--- src/hw/rtl/lsle_pkg.sv ---
// ----------------------------------------------------------------------------
// lsle_pkg: layer stack list engine package
// Field widths, opcodes and defaults shared by the interfaces and the engine.
// ----------------------------------------------------------------------------
package lsle_pkg;

  localparam int OPCODE_W         = 3;
  localparam int LAYER_W          = 8;
  localparam int STACK_SLOTS_DEF  = 8;

  // operation codes carried in the opcode field
  localparam logic [OPCODE_W-1:0] OP_PUSH        = 3'd0;
  localparam logic [OPCODE_W-1:0] OP_POP         = 3'd1;
  localparam logic [OPCODE_W-1:0] OP_REMOVE      = 3'd2;
  localparam logic [OPCODE_W-1:0] OP_REMOVE_PUSH = 3'd3;
  localparam logic [OPCODE_W-1:0] OP_TOGGLE      = 3'd4;

endpackage

--- src/hw/rtl/lsle_intf.sv ---
// ----------------------------------------------------------------------------
// lsle_intf: layer stack list engine channels
// Valid/ready channels for request items and result items.
// ----------------------------------------------------------------------------
interface lsle_in_if;
  import lsle_pkg::*;

  logic                valid;
  logic                ready;
  logic [OPCODE_W-1:0] opcode;
  logic [LAYER_W-1:0]  layer;

  modport source (output valid, output opcode, output layer, input ready);
  modport sink   (input valid, input opcode, input layer, output ready);
endinterface

interface lsle_out_if;
  import lsle_pkg::*;

  logic               valid;
  logic               ready;
  logic               ok;
  logic [LAYER_W-1:0] head_layer;
  logic               stack_empty;

  modport source (output valid, output ok, output head_layer, output stack_empty,
                  input ready);
  modport sink   (input valid, input ok, input head_layer, input stack_empty,
                  output ready);
endinterface

--- src/hw/rtl/layer_stack_list_engine.sv ---
// ----------------------------------------------------------------------------
// layer_stack_list_engine: linked-list layer stack in a slot array
// Push, pop, remove, remove-then-push and toggle on a stack of layer numbers
// kept as a singly linked list in a slot memory, one result item per request.
// ----------------------------------------------------------------------------
//
//   channel   dir   handshake              payload
//   in_chan   in    in_chan.valid/ready    opcode[2:0], layer[7:0]
//   out_chan  out   out_chan.valid/ready   ok, head_layer[7:0], stack_empty
//
// one request at a time: in_chan.ready is high only while the sequencer idles
// each request steps through the sequencer states; the remove walk reads one
// chain slot at a time, the push free search scans one slot per cycle, all
// set by the single read port of the slot memory and the one comparator
// synchronous active-low reset clears all in-use bits and the top index;
// slot memory needs no clearing: a slot's contents matter only while in use
// a stalled out_chan holds the result register; the sequencer waits on it
//
module layer_stack_list_engine #(
  parameter int STACK_SLOTS = lsle_pkg::STACK_SLOTS_DEF
) (
  input logic          clk,
  input logic          rst_n,
  lsle_in_if.sink      in_chan,
  lsle_out_if.source   out_chan
);
  import lsle_pkg::*;

  localparam int IW = (STACK_SLOTS > 1) ? $clog2(STACK_SLOTS) : 1;
  localparam logic [IW-1:0] LAST_SLOT = IW'(STACK_SLOTS - 1);
  localparam logic [IW-1:0] FIRST_SLOT = IW'(1);

  // one slot memory entry: layer held and link toward the bottom
  typedef struct packed {
    logic [LAYER_W-1:0] layer;
    logic [IW-1:0]      link;
  } entry_t;

  typedef enum logic [3:0] {
    S_IDLE,
    S_START,
    S_POP,
    S_RM_TOP,
    S_WALK,
    S_RM_END,
    S_FREE,
    S_TOP,
    S_TOP_WAIT
  } state_t;

  // slot memory, one write and one registered read per cycle
  entry_t slot_mem [STACK_SLOTS];
  entry_t rd_q;
  logic   rd_en;
  logic [IW-1:0] rd_addr;
  logic   wr_en;
  logic [IW-1:0] wr_addr;
  entry_t wr_data;

  state_t state_r, state_nxt;
  logic [STACK_SLOTS-1:0] used_r, used_nxt;   // in-use bit per slot
  logic [IW-1:0] top_r, top_nxt;              // top slot, 0 is the sentinel
  logic [IW-1:0] idx_r, idx_nxt;              // free search pointer
  logic [IW-1:0] cur_r, cur_nxt;              // walk: slot before the candidate
  logic [IW-1:0] nxt_r, nxt_nxt;              // walk: candidate slot
  logic [LAYER_W-1:0] cur_layer_r, cur_layer_nxt;
  logic [OPCODE_W-1:0] op_r, op_nxt;
  logic [LAYER_W-1:0] layer_r, layer_nxt;
  logic ok_r, ok_nxt;
  logic removed_r, removed_nxt;

  // result register
  logic out_valid_r, out_valid_nxt;
  logic out_ok_r, out_ok_nxt;
  logic [LAYER_W-1:0] out_top_r, out_top_nxt;
  logic out_empty_r, out_empty_nxt;

  logic out_free;

  assign out_free = !out_valid_r || out_chan.ready;

  assign in_chan.ready        = (state_r == S_IDLE);
  assign out_chan.valid       = out_valid_r;
  assign out_chan.ok          = out_ok_r;
  assign out_chan.head_layer  = out_top_r;
  assign out_chan.stack_empty = out_empty_r;

  always_ff @(posedge clk) begin
    if (wr_en) begin
      slot_mem[wr_addr] <= wr_data;
    end
    if (rd_en) begin
      rd_q <= slot_mem[rd_addr];
    end
  end

  // sequencer
  always_comb begin
    state_nxt     = state_r;
    used_nxt      = used_r;
    top_nxt       = top_r;
    idx_nxt       = idx_r;
    cur_nxt       = cur_r;
    nxt_nxt       = nxt_r;
    cur_layer_nxt = cur_layer_r;
    op_nxt        = op_r;
    layer_nxt     = layer_r;
    ok_nxt        = ok_r;
    removed_nxt   = removed_r;
    out_valid_nxt = out_valid_r && !out_chan.ready;
    out_ok_nxt    = out_ok_r;
    out_top_nxt   = out_top_r;
    out_empty_nxt = out_empty_r;
    rd_en         = 1'b0;
    rd_addr       = top_r;
    wr_en         = 1'b0;
    wr_addr       = top_r;
    wr_data       = '0;

    case (state_r)
      S_IDLE: begin
        if (in_chan.valid) begin
          op_nxt    = in_chan.opcode;
          layer_nxt = in_chan.layer;
          state_nxt = S_START;
        end
      end

      S_START: begin
        ok_nxt      = 1'b0;
        removed_nxt = 1'b0;
        idx_nxt     = FIRST_SLOT;
        case (op_r)
          OP_PUSH: state_nxt = S_FREE;
          OP_POP: begin
            if (used_r[top_r]) begin
              rd_en     = 1'b1;
              state_nxt = S_POP;
            end else begin
              state_nxt = S_TOP;
            end
          end
          OP_REMOVE, OP_REMOVE_PUSH, OP_TOGGLE: begin
            if (used_r[top_r]) begin
              rd_en     = 1'b1;
              state_nxt = S_RM_TOP;
            end else begin
              state_nxt = S_RM_END;
            end
          end
          default: state_nxt = S_TOP;
        endcase
      end

      // top entry in rd_q: unlink it
      S_POP: begin
        used_nxt[top_r] = 1'b0;
        top_nxt         = rd_q.link;
        ok_nxt          = 1'b1;
        state_nxt       = S_TOP;
      end

      // top entry in rd_q: match pops it, else start the chain walk
      S_RM_TOP: begin
        if (rd_q.layer == layer_r) begin
          used_nxt[top_r] = 1'b0;
          top_nxt         = rd_q.link;
          removed_nxt     = 1'b1;
          state_nxt       = S_RM_END;
        end else begin
          cur_nxt       = top_r;
          cur_layer_nxt = rd_q.layer;
          nxt_nxt       = rd_q.link;
          if (used_r[rd_q.link]) begin
            rd_en     = 1'b1;
            rd_addr   = rd_q.link;
            state_nxt = S_WALK;
          end else begin
            state_nxt = S_RM_END;
          end
        end
      end

      // candidate entry in rd_q: match relinks its predecessor around it
      S_WALK: begin
        if (rd_q.layer == layer_r) begin
          wr_en           = 1'b1;
          wr_addr         = cur_r;
          wr_data.layer   = cur_layer_r;
          wr_data.link    = rd_q.link;
          used_nxt[nxt_r] = 1'b0;
          removed_nxt     = 1'b1;
          state_nxt       = S_RM_END;
        end else begin
          cur_nxt       = nxt_r;
          cur_layer_nxt = rd_q.layer;
          nxt_nxt       = rd_q.link;
          if (used_r[rd_q.link]) begin
            rd_en     = 1'b1;
            rd_addr   = rd_q.link;
            state_nxt = S_WALK;
          end else begin
            state_nxt = S_RM_END;
          end
        end
      end

      S_RM_END: begin
        case (op_r)
          OP_REMOVE: begin
            ok_nxt    = removed_r;
            state_nxt = S_TOP;
          end
          OP_TOGGLE: begin
            if (removed_r) begin
              ok_nxt    = 1'b1;
              state_nxt = S_TOP;
            end else begin
              state_nxt = S_FREE;
            end
          end
          default: state_nxt = S_FREE;
        endcase
      end

      // lowest free slot search, one slot per cycle
      S_FREE: begin
        if (!used_r[idx_r]) begin
          wr_en           = 1'b1;
          wr_addr         = idx_r;
          wr_data.layer   = layer_r;
          wr_data.link    = top_r;
          used_nxt[idx_r] = 1'b1;
          top_nxt         = idx_r;
          ok_nxt          = 1'b1;
          state_nxt       = S_TOP;
        end else if (idx_r == LAST_SLOT) begin
          ok_nxt    = 1'b0;
          state_nxt = S_TOP;
        end else begin
          idx_nxt = idx_r + FIRST_SLOT;
        end
      end

      S_TOP: begin
        rd_en     = 1'b1;
        state_nxt = S_TOP_WAIT;
      end

      // rd_q holds the top entry; wait for the result register to free up
      S_TOP_WAIT: begin
        if (out_free) begin
          out_valid_nxt = 1'b1;
          out_ok_nxt    = ok_r;
          out_top_nxt   = used_r[top_r] ? rd_q.layer : '0;
          out_empty_nxt = !used_r[top_r];
          state_nxt     = S_IDLE;
        end
      end

      default: state_nxt = S_IDLE;
    endcase
  end

  always_ff @(posedge clk) begin
    if (!rst_n) begin
      state_r     <= S_IDLE;
      used_r      <= '0;
      top_r       <= '0;
      out_valid_r <= 1'b0;
    end else begin
      state_r     <= state_nxt;
      used_r      <= used_nxt;
      top_r       <= top_nxt;
      out_valid_r <= out_valid_nxt;
    end
    idx_r       <= idx_nxt;
    cur_r       <= cur_nxt;
    nxt_r       <= nxt_nxt;
    cur_layer_r <= cur_layer_nxt;
    op_r        <= op_nxt;
    layer_r     <= layer_nxt;
    ok_r        <= ok_nxt;
    removed_r   <= removed_nxt;
    out_ok_r    <= out_ok_nxt;
    out_top_r   <= out_top_nxt;
    out_empty_r <= out_empty_nxt;
  end

endmodule

--- src/flat_wrapper.sv ---
// flat-port wrapper written by rule: the top's interface ports become plain ports
module layer_stack_list_engine_flat import lsle_pkg::*;
#(
  parameter int STACK_SLOTS = lsle_pkg::STACK_SLOTS_DEF
)
  (clk, rst_n, in_chan_valid, in_chan_opcode, in_chan_layer, in_chan_ready, out_chan_valid, out_chan_ok, out_chan_head_layer, out_chan_stack_empty, out_chan_ready);
  lsle_in_if in_chan_i ();
  lsle_out_if out_chan_i ();
  input logic clk;
  input logic rst_n;
  input wire logic [$bits(in_chan_i.valid)-1:0] in_chan_valid;
  input wire logic [$bits(in_chan_i.opcode)-1:0] in_chan_opcode;
  input wire logic [$bits(in_chan_i.layer)-1:0] in_chan_layer;
  output wire logic [$bits(in_chan_i.ready)-1:0] in_chan_ready;
  output wire logic [$bits(out_chan_i.valid)-1:0] out_chan_valid;
  output wire logic [$bits(out_chan_i.ok)-1:0] out_chan_ok;
  output wire logic [$bits(out_chan_i.head_layer)-1:0] out_chan_head_layer;
  output wire logic [$bits(out_chan_i.stack_empty)-1:0] out_chan_stack_empty;
  input wire logic [$bits(out_chan_i.ready)-1:0] out_chan_ready;
  assign in_chan_i.valid = in_chan_valid;
  assign in_chan_i.opcode = in_chan_opcode;
  assign in_chan_i.layer = in_chan_layer;
  assign in_chan_ready = in_chan_i.ready;
  assign out_chan_valid = out_chan_i.valid;
  assign out_chan_ok = out_chan_i.ok;
  assign out_chan_head_layer = out_chan_i.head_layer;
  assign out_chan_stack_empty = out_chan_i.stack_empty;
  assign out_chan_i.ready = out_chan_ready;
  layer_stack_list_engine #(.STACK_SLOTS(STACK_SLOTS)) u_core (.clk(clk), .rst_n(rst_n), .in_chan(in_chan_i), .out_chan(out_chan_i));
endmodule
--- config.mk ---
export PLATFORM = sky130hd
export DESIGN_NAME = layer_stack_list_engine_flat
export DESIGN_NICKNAME = d
export VERILOG_FILES = /design/src/hw/rtl/lsle_pkg.sv /design/src/hw/rtl/lsle_intf.sv /design/src/hw/rtl/layer_stack_list_engine.sv /design/src/flat_wrapper.sv
export SDC_FILE = /design/constraint.sdc
export NUM_CORES = 1
export LEC_CHECK = 0
export ABC_AREA = 1
export BUFFER_PORTS_ARGS = -buffer_cell sky130_fd_sc_hd__buf_2
export CORE_MARGIN = 3
export CORE_UTILIZATION = 35
export DETAILED_ROUTE_END_ITERATION = 8
export PLACE_DENSITY = 0.47
export SLEW_MARGIN = 20
export SYNTH_ARGS = -nofsm -noshare
export SYNTH_HDL_FRONTEND = slang
export SYNTH_SLANG_ARGS = --single-unit
--- constraint.sdc ---
create_clock -name clk -period 3.15 [get_ports clk]
set_input_delay 0.1575 -clock clk [delete_from_list [all_inputs] [get_ports clk]]
set_output_delay 0.1575 -clock clk [all_outputs]
set_load 0.1 [all_outputs]
==> results.yml, run 1 <==
status:
  outcome: "complete, no violations"
clock_network:
  cts_buffer_depth: 2
  path_clk_slew_ns: 0.07
  cts_root_buf: "clkbuf_16"
  clock_latency_ns: 0.42
  cts_hold_buf: 11
  cts_setup_buffers: 0
  htree_levels: 4
  cts.sinks: 155
  cts_buffers: 17
  cts.repair.resized: 0
  tritoncts: "built"
pwr:
  p_leak_nw: 3.66
  intPower_mw: 4.16
  combPwrFrac_pct: 30.0
  seq_power_share_pct: 40.3
  powerDensity_nw_per_um2: 782
  finalPower_mw: 6.74
  p_sw_mw: 2.58
  p_clk_share_pct: 29.7
  p_sw_share_pct: 38.3
  ir_worst_vdd_uv: 353
finish:
  antenna_cells: 0
  post-route-util_pct: 42.1
  area_delta_synth_final_pct: 16.3
  nNetsFinal: 874
  drive_above_1_share_pct: 12.8
floorplan:
  dieArea_um2: 23000
  die_y_um: 152
  pin_count: 27
  fp-row-count: 52
  fp.dieW_um: 152
  core_area_um2: 20500
  initial_core_util_pct: 36.2
global_routing:
  grt_pass1_vias: 5501
  global_route.usage.met2_pct: 29.5
  grt_max_degree: 34
  overflow: 0
  grt_usage_pct: 18.3
  grt_pass1_wl_mm: 31.2
  antenna_found_initial: 0
  use_met1_pct: 25.4
  busiest_layer: "met2"
  met3_usage_pct: 3.78
drt:
  wl_per_cell_um: 17.6
  detail_route.first_pass.iterations: 6
  final_antenna_net_count: 0
  num_vias: 5633
  drcViolationCount: 0
  drtIter0Drc: 603
  viasPerCell: 4.94
  routed_wl_mm: 20.1
worst_setup_path:
  endpoint_kind: "register"
  max_stage_delay_ns: 0.77
  critPathLaunchType: "register"
  critical_path.max_fanout: 22
  critPathSlowestCell: "o21ai_2"
  cp_data_arrival_time_ns: 3.05
  crit_required_ns: 3.44
  crit_type: "reg -> reg"
  crit_start: "u_core.rd_q[0]$_DFFE_PP_"
  cp_cell_sequence: "inv_2 -> nand2_1 -> nand3_1 -> nand3_1 -> nand2_2 -> nand3_4 -> o21ai_2 -> nand3_1 -> nand2_1 -> nand2_1 -> nand2_1"
  cp_top_family: "simple AND/OR/NAND/NOR gates"
  crit_top_cell: "nand2_1"
  r2r_start: "u_core.rd_q[0]$_DFFE_PP_"
  crit_buf_inv: 1
yosys:
  ys_warn_count: 0
  synth_cells: 803
  synth_nets: 820
  yosys.cell_count.top_type: "nand2_1"
  yosysSeqAreaShare_pct: 60.6
  syn-cell-area_um2: 7410
  synth-edff-count: 139
  synthFlopType: "edfxtp_1"
  synth_top_cell_area_share_pct: 56.3
  avgSynthCellArea_um2: 9.23
  synthTopCellsByCount: "nand2_1 (195), edfxtp_1 (139), inv_1 (135)"
  yosysUniqueCellTypes: 37
  ys_async_sr_fraction_pct: 0
  synthTopCellsByArea: "edfxtp_1 (56%), nand2_1 (9.9%), nand3_1 (8.4%), inv_1 (6.8%), dfxtp_1 (4.3%)"
  yosys.area.top_type: "edfxtp_1"
  synth_seq_cells: 155
place:
  place.gp.congestion: 0.867
  dp_hpwl_mm: 14.4
  io_buffers: 26
sta:
  relSlewSlack_pct: 35.6
  tightest_slew_ns: 0.966
  timing.final.crit_share_pct: 87.8
  clock_skew_ns: 0.0110
  slew_viol_final: 0
  hold_violations: 0
  fmax_mhz: 362
  tns_ns: 0
  finalSetupViolCount: 0
  rsz0062_at_grt: "false"
  period_needed_ns: 2.77
worst_hold_path:
  hold_start: "out_chan_ready"
  min_path_type: "in -> reg"
job:
  cap_viol_max_count: 0
[worst min-delay path, delay by kind of cell]
kind / cells / cell delay, ns
simple gates: 1 / 0.07
buf+inv: 2 / 0.11
compound gates: 1 / 0.06
[kinds of logic (layout without fill, tap and decap cells)]
kind of cell,count (synthesis),count (layout),share of synthesized area (%)
flops,155,155,60.6
xor+xnor,8,8,0.945
compound gates,71,71,5.59
buf+inv,172,239,8.98
fa+ha+maj,2,2,0.338
simple gates,395,395,23.5
[power groups by stage]
stage	Clock [mW]	Sequential, mW	Combinational, mW
finish	2.00	2.72	2.02
global route	2.14	2.74	2.28
CTS	2.05	2.71	2.03
detailed placement	0	2.76	2.01
global placement	0	2.76	2.02
floorplan	0	2.69	1.48
[layer usage]
layer / up-vias / part of all wire (%)
met5: - / 0
met4: 0 / 1.6
met3: 27 / 5.2
met2: 175 / 47
met1: 2672 / 46
li1: 2759 / -
[metrics by stage]
step	cell area [µm²]	worst slack (ns)	hold WS [ns]	instances
2_1_floorplan	7410	0.210	0.256	803
3_3_place_gp	7940	0.429	0.335	1097
3_5_place_dp	7940	0.403	0.336	1097
4_1_cts	8620	0.383	0.00203	1140
5_1_grt	8620	0.0911	0.0205	1140
6_report	8620	0.385	0.0167	1140
[worst paths after layout]
path / endpoint / slack [ns] / cells after the start
setup / recovery: u_core.rd_q[5]$_DFFE_PP_ / 0.38 / 11
hold / removal: u_core.out_chan.valid$_SDFF_PN0_ / 0.02 / 4
setup reg to reg: u_core.rd_q[5]$_DFFE_PP_ / 0.38 / 11
hold reg to reg: u_core.out_chan.ok$_DFFE_PP_ / 0.44 / 0
[cell type report]
type	count	area (µm²)
well taps	270	338
clock inverters	15	153
inverters	148	556
clock buffers	17	425
fillers	2051	11900
flip-flops and latches	155	4490
repair buffers	59	405
multi-input cells	476	2250
[placed cells by master, fill, tap and decap left out, drive strengths merged, types with 2 or more instances in the layout]
| master | Yosys | routed |
|---|---|---|
| clkinv | 2 | 5 |
| ha | 2 | 2 |
| dfxtp | 16 | 16 |
| nand2 | 203 | 203 |
| nand3 | 126 | 126 |
| edfxtp | 139 | 139 |
| o22ai | 6 | 6 |
| clkbuf | 6 | 17 |
| o21ai | 29 | 29 |
| a31oi | 8 | 8 |
| o211ai | 3 | 3 |
| a21oi | 18 | 18 |
| nor2 | 47 | 47 |
| o2111ai | 3 | 3 |
| clkinvlp | 0 | 2 |
| xnor2 | 8 | 8 |
| nor3 | 9 | 9 |
| or2 | 4 | 4 |
| nand4 | 5 | 5 |
| inv | 146 | 156 |
| buf | 18 | 48 |
| dlygate4sd3 | 0 | 11 |
[flip-flops by register name, summed over array words and instances, names as in the netlist]
name                         flops
u_core.removed_r                 1
u_core.ok_r                      1
u_core.cur_r                     3
u_core.out_chan.valid            1
u_core.out_chan.stack_empty      1
u_core.rd_q                     11
u_core.top_r                     3
u_core.cur_layer_r               8
u_core.idx_r                     3
u_core.op_r                      3
u_core.out_chan.ok               1
u_core.nxt_r                     3
u_core.out_chan.head_layer       8
u_core.used_r                    8
u_core.slot_mem                 88
u_core.layer_r                   8
u_core.state_r                   4
Note: power is estimated with default switching activity, not from simulation.
==> run 2, diff against run 1 <==
- CTS_BUF_LIST: not set -> sky130_fd_sc_hd__clkbuf_8
- GPL_ROUTABILITY_DRIVEN: not set -> 0
- REMOVE_ABC_BUFFERS: not set -> 1
==> results.yml, run 2 (same netlist as run 1, synthesis figures left out) <==
status:
  outcome: "complete, no violations"
finish:
  layout.cells.non_filler: 1145
  nNetsFinal: 879
  regArea_um2: 4490
  nFillCells: 2038
  drive_above_1_share_pct: 12.8
  area_delta_synth_final_pct: 14.7
  largestRegisters: "u_core.slot_mem: 88 flops, u_core.rd_q: 11 flops"
  multi_input_area_um2: 2250
  largest_reg_flops: 88
  layout_common_cells: "nand2_1 (195), edfxtp_1 (139), inv_1 (135)"
  top_register: "u_core.slot_mem"
  antenna_cells: 0
  layout_commonest_cell: "nand2_1"
worst_setup_path:
  crit_required_ns: 3.47
  crit_top_cell: "nand2_1"
  max_stage_delay_ns: 0.86
  crit_start: "u_core.rd_q[0]$_DFFE_PP_"
  critical_path.max_fanout: 22
  crit_buf_inv: 1
  crit_type: "reg -> reg"
  path_depth: 11
  reg2reg_depth: 11
  critPathSlowestCell: "o21ai_2"
  r2r_start: "u_core.rd_q[0]$_DFFE_PP_"
  endpoint_kind: "register"
  r2r_slack_ns: 0.37
  cp_top_family: "simple AND/OR/NAND/NOR gates"
  critPathLaunchType: "register"
  cp_data_arrival_time_ns: 3.10
  cp_cell_sequence: "inv_2 -> nand2_1 -> nand3_1 -> nand3_1 -> nand2_2 -> nand3_4 -> o21ai_2 -> nand3_1 -> nand2_1 -> nand2_1 -> nand2_1"
clock_network:
  clock_latency_ns: 0.45
  path_clk_slew_ns: 0.09
  cts_buffer_depth: 2
  htree_levels: 4
  cts_buffers: 17
  cts.repair.resized: 0
  cts_setup_buffers: 0
  cts_root_buf: "clkbuf_8"
  cts.sinks: 155
  tritoncts: "built"
floorplan:
  initial_core_util_pct: 36.2
  pin_count: 27
  fp-row-count: 52
  dieArea_um2: 23000
  die_y_um: 152
  fp.dieW_um: 152
  core_area_um2: 20500
worst_hold_path:
  hold_start: "in_chan_valid"
  whs_path_depth: 5
  min_path_type: "in -> reg"
sta:
  worst_slack_ns: 0.371
  tightest_slew_ns: 1.07
  rsz0062_at_grt: "false"
  clock_skew_ns: 0.0148
  slew_viol_final: 0
  period_needed_ns: 2.78
  timing.final.crit_share_pct: 88.2
  hold_violations: 0
  tns_ns: 0
  whs_ns: 0.155
  finalSetupViolCount: 0
  fmax_mhz: 360
  relSlewSlack_pct: 28.6
global_routing:
  overflow: 0
  grt_max_degree: 26
  grt_usage_pct: 17.2
  grt_pass1_wl_mm: 29.8
  antenna_found_initial: 0
  grt_pass1_vias: 5409
pwr:
  seq_power_share_pct: 43.6
  p_sw_mw: 2.40
  combPwrFrac_pct: 32.2
  p_leak_nw: 3.61
  ir_worst_vdd_uv: 296
  p_clk_share_pct: 24.2
  powerDensity_nw_per_um2: 736
  p_sw_share_pct: 38.4
  finalPower_mw: 6.25
  intPower_mw: 3.85
place:
  dp_hpwl_mm: 13.5
  dp_slack_ns: 0.417
  dp.cells: 1100
  io_buffers: 26
drt:
  num_vias: 5656
  drcViolationCount: 0
  routed_wl_mm: 19.1
  drtIter0Drc: 499
  viasPerCell: 4.94
  detail_route.first_pass.iterations: 7
  wl_per_cell_um: 16.7
  final_antenna_net_count: 0
job:
  cap_viol_max_count: 0
run 2: final timing paths:
kind | to
worst max-delay path | u_core.rd_q[9]$_DFFE_PP_
worst min-delay path | u_core.state_r[0]$_SDFFE_PN0P_
worst max register to register | u_core.rd_q[9]$_DFFE_PP_
worst min register to register | u_core.out_chan.ok$_DFFE_PP_
run 2: power groups by stage:
stage,sequential [mW],combinational (mW),clock (mW)
after floorplan,2.71,1.38,0
after global placement,2.77,2.00,0
after detailed placement,2.77,2.00,0
after CTS,2.72,2.02,1.57
after global routing,2.75,2.26,1.65
final,2.72,2.02,1.51
run 2: metal layers:
| metal | GRT usage, % | routed length (µm) | up-vias | share of wire [%] |
|---|---|---|---|---|
| met3 | 3.66 | 859 | 23 | 4.5 |
| li1 | - | - | 2774 | - |
| met1 | 24.2 | 9280 | 2723 | 49 |
| met5 | 0 | 0 | - | 0 |
| met4 | 5.53 | 371 | 0 | 1.9 |
| met2 | 26.8 | 8560 | 136 | 45 |
run 2: repair_timing:
item | in CTS | in global routing
endpoints found under the setup margin | 0 | 0
endpoints found under the hold margin | 16 | 0
hold buffers | 13 | 0
run 2: final cells by class:
type,count,share of cell area [%]
Clock inverter,15,1.93
Multi-Input combinational cell,476,26.5
Inverter,148,6.54
Clock buffer,17,2.75
Timing Repair Buffer,64,5.42
Tap cell,270,3.98
Sequential cell,155,52.9
run 2: stage by stage:
step | area [µm²] | utilization [%]
2_1_floorplan | 7300 | -
3_3_place_gp | 7970 | 38.9
3_5_place_dp | 7970 | 38.9
4_1_cts | 8500 | 41.5
5_1_grt | 8500 | 41.5
6_report | 8500 | 41.5
run 2: worst reg2reg max path, cell delays in order (launching register included):
cell and delay (ns):
edfxtp_1 0.52, inv_2 0.17, nand2_1 0.07, nand3_1 0.07
nand3_1 0.14, nand2_2 0.15, nand3_4 0.15, o21ai_2 0.86
nand3_1 0.29, nand2_1 0.12, nand2_1 0.05, nand2_1 0.07
